$ cat src/hdl/hdfe_pkg.sv
// ----------------------------------------------------------------------------
// hdfe_pkg
// Shared types and constants of the HID descriptor field extractor.
// ----------------------------------------------------------------------------
package hdfe_pkg;

	// Byte phase of the item assembler
	typedef enum logic [2:0] {
		PH_PREFIX,
		PH_DATA,
		PH_LSIZE,
		PH_LTAG,
		PH_LDATA
	} phase_t;

	localparam logic [7:0]  LONG_PREFIX  = 8'hFE;
	localparam logic [1:0]  TYPE_MAIN    = 2'd0;
	localparam logic [1:0]  TYPE_GLOBAL  = 2'd1;
	localparam logic [1:0]  TYPE_LOCAL   = 2'd2;
	localparam logic [3:0]  G_PAGE       = 4'd0;
	localparam logic [3:0]  G_LMIN       = 4'd1;
	localparam logic [3:0]  G_LMAX       = 4'd2;
	localparam logic [3:0]  G_RSIZE      = 4'd7;
	localparam logic [3:0]  G_RID        = 4'd8;
	localparam logic [3:0]  G_RCOUNT     = 4'd9;
	localparam logic [3:0]  L_USAGE      = 4'd0;
	localparam logic [3:0]  L_UMIN       = 4'd1;
	localparam logic [3:0]  L_UMAX       = 4'd2;
	localparam logic [3:0]  M_INPUT      = 4'd8;
	localparam logic [31:0] PAGE_DESKTOP = 32'h01;
	localparam logic [31:0] PAGE_BUTTON  = 32'h09;
	localparam logic [31:0] USAGE_HAT    = 32'h39;
	localparam logic [15:0] RID_BITS     = 16'd8;
	localparam logic [15:0] MAX_BITS     = 16'd32;

	localparam logic [1:0]  KIND_BUTTON  = 2'd0;
	localparam logic [1:0]  KIND_HAT     = 2'd1;
	localparam logic [1:0]  KIND_AXIS    = 2'd2;
	localparam logic [1:0]  KIND_END     = 2'd3;

	// One result record
	typedef struct packed {
		logic [1:0]  kind;
		logic [7:0]  rid;
		logic [15:0] off;
		logic [5:0]  size;
		logic [31:0] min;
		logic [31:0] max;
		logic [7:0]  ki;
		logic        uri;
		logic        ok;
		logic        last;
	} rec_t;

	// Controller to datapath
	typedef struct packed {
		logic load;
		logic step;
		logic exec;
		logic rid_wr;
		logic latch_base;
		logic fld_eval;
		logic ofs_wb;
		logic emit_end;
		logic flush;
		logic clear;
	} cmd_t;

	// Datapath to controller
	typedef struct packed {
		logic item_done;
		logic is_rid;
		logic is_input;
		logic loop_go;
		logic last_idx;
		logic fld_emit;
		logic pend_v;
		logic out_free;
		logic last;
	} sts_t;

endpackage

$ cat src/hdl/hdfe_ctrl.sv
// ----------------------------------------------------------------------------
// hdfe_ctrl
// Sequencer: takes a byte, runs the finished item, expands Input fields.
// ----------------------------------------------------------------------------
module hdfe_ctrl (
	input  logic          clk,
	input  logic          arst_n,
	input  logic          in_valid,
	output logic          in_stall,
	input  hdfe_pkg::sts_t st,
	output hdfe_pkg::cmd_t cmd
);
	import hdfe_pkg::*;

	typedef enum logic [3:0] {
		S_IDLE,
		S_DECODE,
		S_RUN,
		S_RID_RD,
		S_RID_WR,
		S_MAIN_RD,
		S_MAIN_BASE,
		S_FLD_RD,
		S_FLD_EVAL,
		S_MAIN_WB,
		S_END,
		S_FLUSH
	} state_t;

	state_t state_q;
	state_t tail;
	logic   blocked;

	// Where to go once a byte's work is done
	always_comb begin
		priority if (st.last) begin
			tail = S_END;
		end else if (st.pend_v) begin
			tail = S_FLUSH;
		end else begin
			tail = S_IDLE;
		end
	end

	assign blocked  = st.pend_v && !st.out_free;
	assign in_stall = (state_q != S_IDLE);

	// Command decode
	always_comb begin
		cmd            = '0;
		cmd.load       = (state_q == S_IDLE) && in_valid;
		cmd.step       = (state_q == S_DECODE);
		cmd.exec       = (state_q == S_RUN);
		cmd.rid_wr     = (state_q == S_RID_WR);
		cmd.latch_base = (state_q == S_MAIN_BASE);
		cmd.fld_eval   = (state_q == S_FLD_EVAL) && !(st.fld_emit && blocked);
		cmd.ofs_wb     = (state_q == S_MAIN_WB);
		cmd.emit_end   = (state_q == S_END) && !blocked;
		cmd.flush      = (state_q == S_FLUSH) && st.out_free;
		cmd.clear      = cmd.flush && st.last;
	end

	// Advance state
	always_ff @(posedge clk or negedge arst_n) begin
		if (!arst_n) begin
			state_q <= S_IDLE;
		end else begin
			unique case (state_q)
				S_IDLE: begin
					if (in_valid) state_q <= S_DECODE;
				end
				S_DECODE: begin
					state_q <= st.item_done ? S_RUN : tail;
				end
				S_RUN: begin
					priority if (st.is_rid) state_q <= S_RID_RD;
					else if (st.is_input) state_q <= S_MAIN_RD;
					else state_q <= tail;
				end
				S_RID_RD: state_q <= S_RID_WR;
				S_RID_WR: state_q <= tail;
				S_MAIN_RD: state_q <= S_MAIN_BASE;
				S_MAIN_BASE: begin
					state_q <= st.loop_go ? S_FLD_RD : S_MAIN_WB;
				end
				S_FLD_RD: state_q <= S_FLD_EVAL;
				S_FLD_EVAL: begin
					if (cmd.fld_eval) state_q <= st.last_idx ? S_MAIN_WB : S_FLD_RD;
				end
				S_MAIN_WB: state_q <= tail;
				S_END: begin
					if (cmd.emit_end) state_q <= S_FLUSH;
				end
				S_FLUSH: begin
					if (cmd.flush) state_q <= S_IDLE;
				end
				default: state_q <= S_IDLE;
			endcase
		end
	end

endmodule

$ cat config.mk
export PLATFORM = sky130hd
export DESIGN_NAME = hdfe_ctrl
export DESIGN_NICKNAME = d
export VERILOG_FILES = /design/src/hdl/hdfe_pkg.sv /design/src/hdl/hdfe_ctrl.sv
export SDC_FILE = /design/constraint.sdc
export NUM_CORES = 1
export LEC_CHECK = 0
export ABC_AREA = 1
export ABC_CLOCK_PERIOD_IN_PS = 2400
export BUFFER_PORTS_ARGS = -buffer_cell sky130_fd_sc_hd__buf_4
export CAP_MARGIN = 20
export CORE_AREA = 2 2 39 41
export CTS_BUF_LIST = sky130_fd_sc_hd__clkbuf_16
export DETAILED_ROUTE_END_ITERATION = 10
export DIE_AREA = 0 0 41 43
export PLACE_DENSITY = 0.7
export SLEW_MARGIN = 20
export SYNTH_ARGS = -nofsm -noshare
export SYNTH_HDL_FRONTEND = slang
export SYNTH_SLANG_ARGS = --single-unit
$ cat constraint.sdc
create_clock -name clk -period 2.4 [get_ports clk]
set_input_delay 0.24 -clock clk [delete_from_list [all_inputs] [get_ports clk]]
set_output_delay 0.24 -clock clk [all_outputs]
set_load 0.01 [all_outputs]
==> results.toml <==
[timing]
fmaxAchievable_mhz = 640
setup_tns_ps = 0
relSlewSlack_pct = 79.8
slew_violations = 0
setup_slack_ps = 837
min_period_over_period_pct = 65.1
skew_ps = 0.735
max_slew.worst_pin.slew_ps = 303
period_needed_ps = 1560
hold_violations = 0
setup_violations = 0
rsz0062_at_grt = "no"

[die]
dieWidth_um = 41
die-area_mm2 = 0.00176
ios = 23
die_y_um = 43
row_count = 14
start_util_pct = 36.6
core_mm2 = 0.00138

[clock_tree]
h-tree-depth = 1
clock_latency_ps = 220
cts_buffer_depth = 2
path_clk_slew_ps = 30
root_buffer = "clkbuf_16"
numCtsBuffers = 3
clock_sinks = 4
cts-resized-gates = 0
cts_tree = "done"
postCtsSetupBuffers = 0
cts_hold_buf = 1

[pwr]
power_uw = 902
power.internal_uw = 503
p_leak_uw = 0.000461
combPwrFrac_pct = 55.3
p_sw_uw = 399
ir_worst_vdd_uv = 739
switching_share_pct = 44.3
power_density_mw_per_mm2 = 1170
p_seq_share_pct = 16.4
p_clk_share_pct = 28.3

[synthesis]
ys_seq_elements = 4
synthXorXnorAreaFrac_pct = 0
synth_compound_area_share_pct = 5.93
syn-cell-area_um2 = 507
synthMuxAreaShare_pct = 0
synth.avg_cell_area_um2 = 5.17
synthAdderAreaFrac_pct = 0
synth_top_family_by_area = "simple AND/OR/NAND/NOR gates"
postSynthCellCount = 98
yosys_warnings = 0
synth_nets = 110
ys_types = 17
yosys.area_share.simple_pct = 59.5
yosysSeqAreaShare_pct = 19.8

[setup_path]
criticalPathCategory = "reg2out"
setup.worst_path.start_class = "flip-flop"
end_kind = "output port"
critical_path_required_ps = 2160
crit_fanout = 10
crit_arrival_ps = 1320

[routing]
first_pass_iters = 4
wirelength_mm = 1.41
drc_errors = 0
postRouteAntennaNets = 0
vias = 677
wl_per_cell_um = 10.1
viasPerCell = 4.87
drtIter0Drc = 7

[flow_run]
drv_cap = 0

[placed_design]
port_buffers = 22
place_inst = 135
dpl.hpwl_mm = 1.17
place_ws_ps = 1070
place_congestion = 0.802

[final_layout]
regMostFlops = "state_q"
num_antenna_cells = 0
layout_common_cells = "nand2_1 (29), nor2_1 (22), buf_4 (22)"
seqCellArea_um2 = 100
top_regs = "state_q x4"
drive_above_1_share_pct = 26.8
mostFrequentLayoutCell = "nand2_1"
final_cells = 139
final_nets = 137
largest_reg_flops = 4
fillers = 162
syn2layout_area_growth_pct = 51.9
multi_input_area_um2 = 332

[grt]
globalRoute.totalOverflow = 0
antenna_found_initial = 0
grt_pass1_vias = 609
track_usage_pct = 19.0
grt_pass1_wl_mm = 2.32
grt_max_degree = 11

[min_path]
hold_class = "in2async"

[outcome]
status = "finished, final reports clean"
==> cells by family (layout without fill, tap and decap cells) <==
kind of cell / count (synthesis) / after routing
compound gates: 5 / 5
simple gates: 70 / 70
buf+inv: 19 / 44
flops: 4 / 4
==> power by group through the flow <==
stage | clock network [uW] | logic (uW) | registers, uW
after CTS | 260 | 503 | 147
after global routing | 263 | 570 | 155
after floorplan | 0 | 368 | 125
final | 256 | 499 | 148
after global placement | 0 | 492 | 146
after detailed placement | 0 | 499 | 147
==> metal layers <==
metal | wire length (um) | track usage (%)
met1 | 597 | 24.1
met2 | 716 | 29.1
met3 | 93 | 4.71
met4 | 0 | 8.00
met5 | 0 | 0
==> cells in the mapped netlist <==
library cell,instances,area share [%]
o22ai_1,1,1.2
nor2_2,2,2.5
a21oi_1,2,2.0
inv_2,2,1.5
nand3_1,8,7.9
nand2_1,29,21
a21oi_2,1,1.7
o21ai_0,1,0.99
inv_1,16,12
dfrtp_1,4,20
nor3_1,3,3.0
nor2_4,1,2.2
nand4_1,2,2.5
buf_4,1,1.5
nor4_1,1,1.2
nand2_2,2,2.5
nor2_1,22,16
==> area by class of cell <==
class,count,area share (%)
sequential,4,13.0
tap,16,2.60
clock buffer,3,9.76
inverter,18,8.78
multi-input combinational,75,43.1
timing repair buffer,23,22.8
==> final timing paths <==
check	start	end	slack, ps	cells after the start
max	state_q[1]$_DFFE_PN0P_	cmd[0]	840	3
max reg2reg	state_q[1]$_DFFE_PN0P_	state_q[1]$_DFFE_PN0P_	1070	8
min reg2reg	state_q[3]$_DFFE_PN0P_	state_q[3]$_DFFE_PN0P_	560	2
max in group asynchronous	arst_n	state_q[1]$_DFFE_PN0P_	1950	2
min in group clk	st[0]	state_q[0]$_DFFE_PN0P_	380	6
min	arst_n	state_q[3]$_DFFE_PN0P_	350	2
==> through the flow <==
stage | hold WS (ps) | cell area (um^2) | utilization (%)
after detailed placement | 37.6 | 684 | 49.5
after global routing | 375 | 769 | 55.6
after global placement | 35.9 | 684 | 49.5
final | 353 | 769 | 55.6
after CTS | 344 | 769 | 55.6
after floorplan | -55.6 | 507 | -
==> worst max-delay path, stage by stage (launching register included) <==
cell and delay [ps]:
dfrtp_1 500, nand2_1 170, nor4_1 260, buf_4 170
Note: power is estimated with default switching activity, not from simulation.
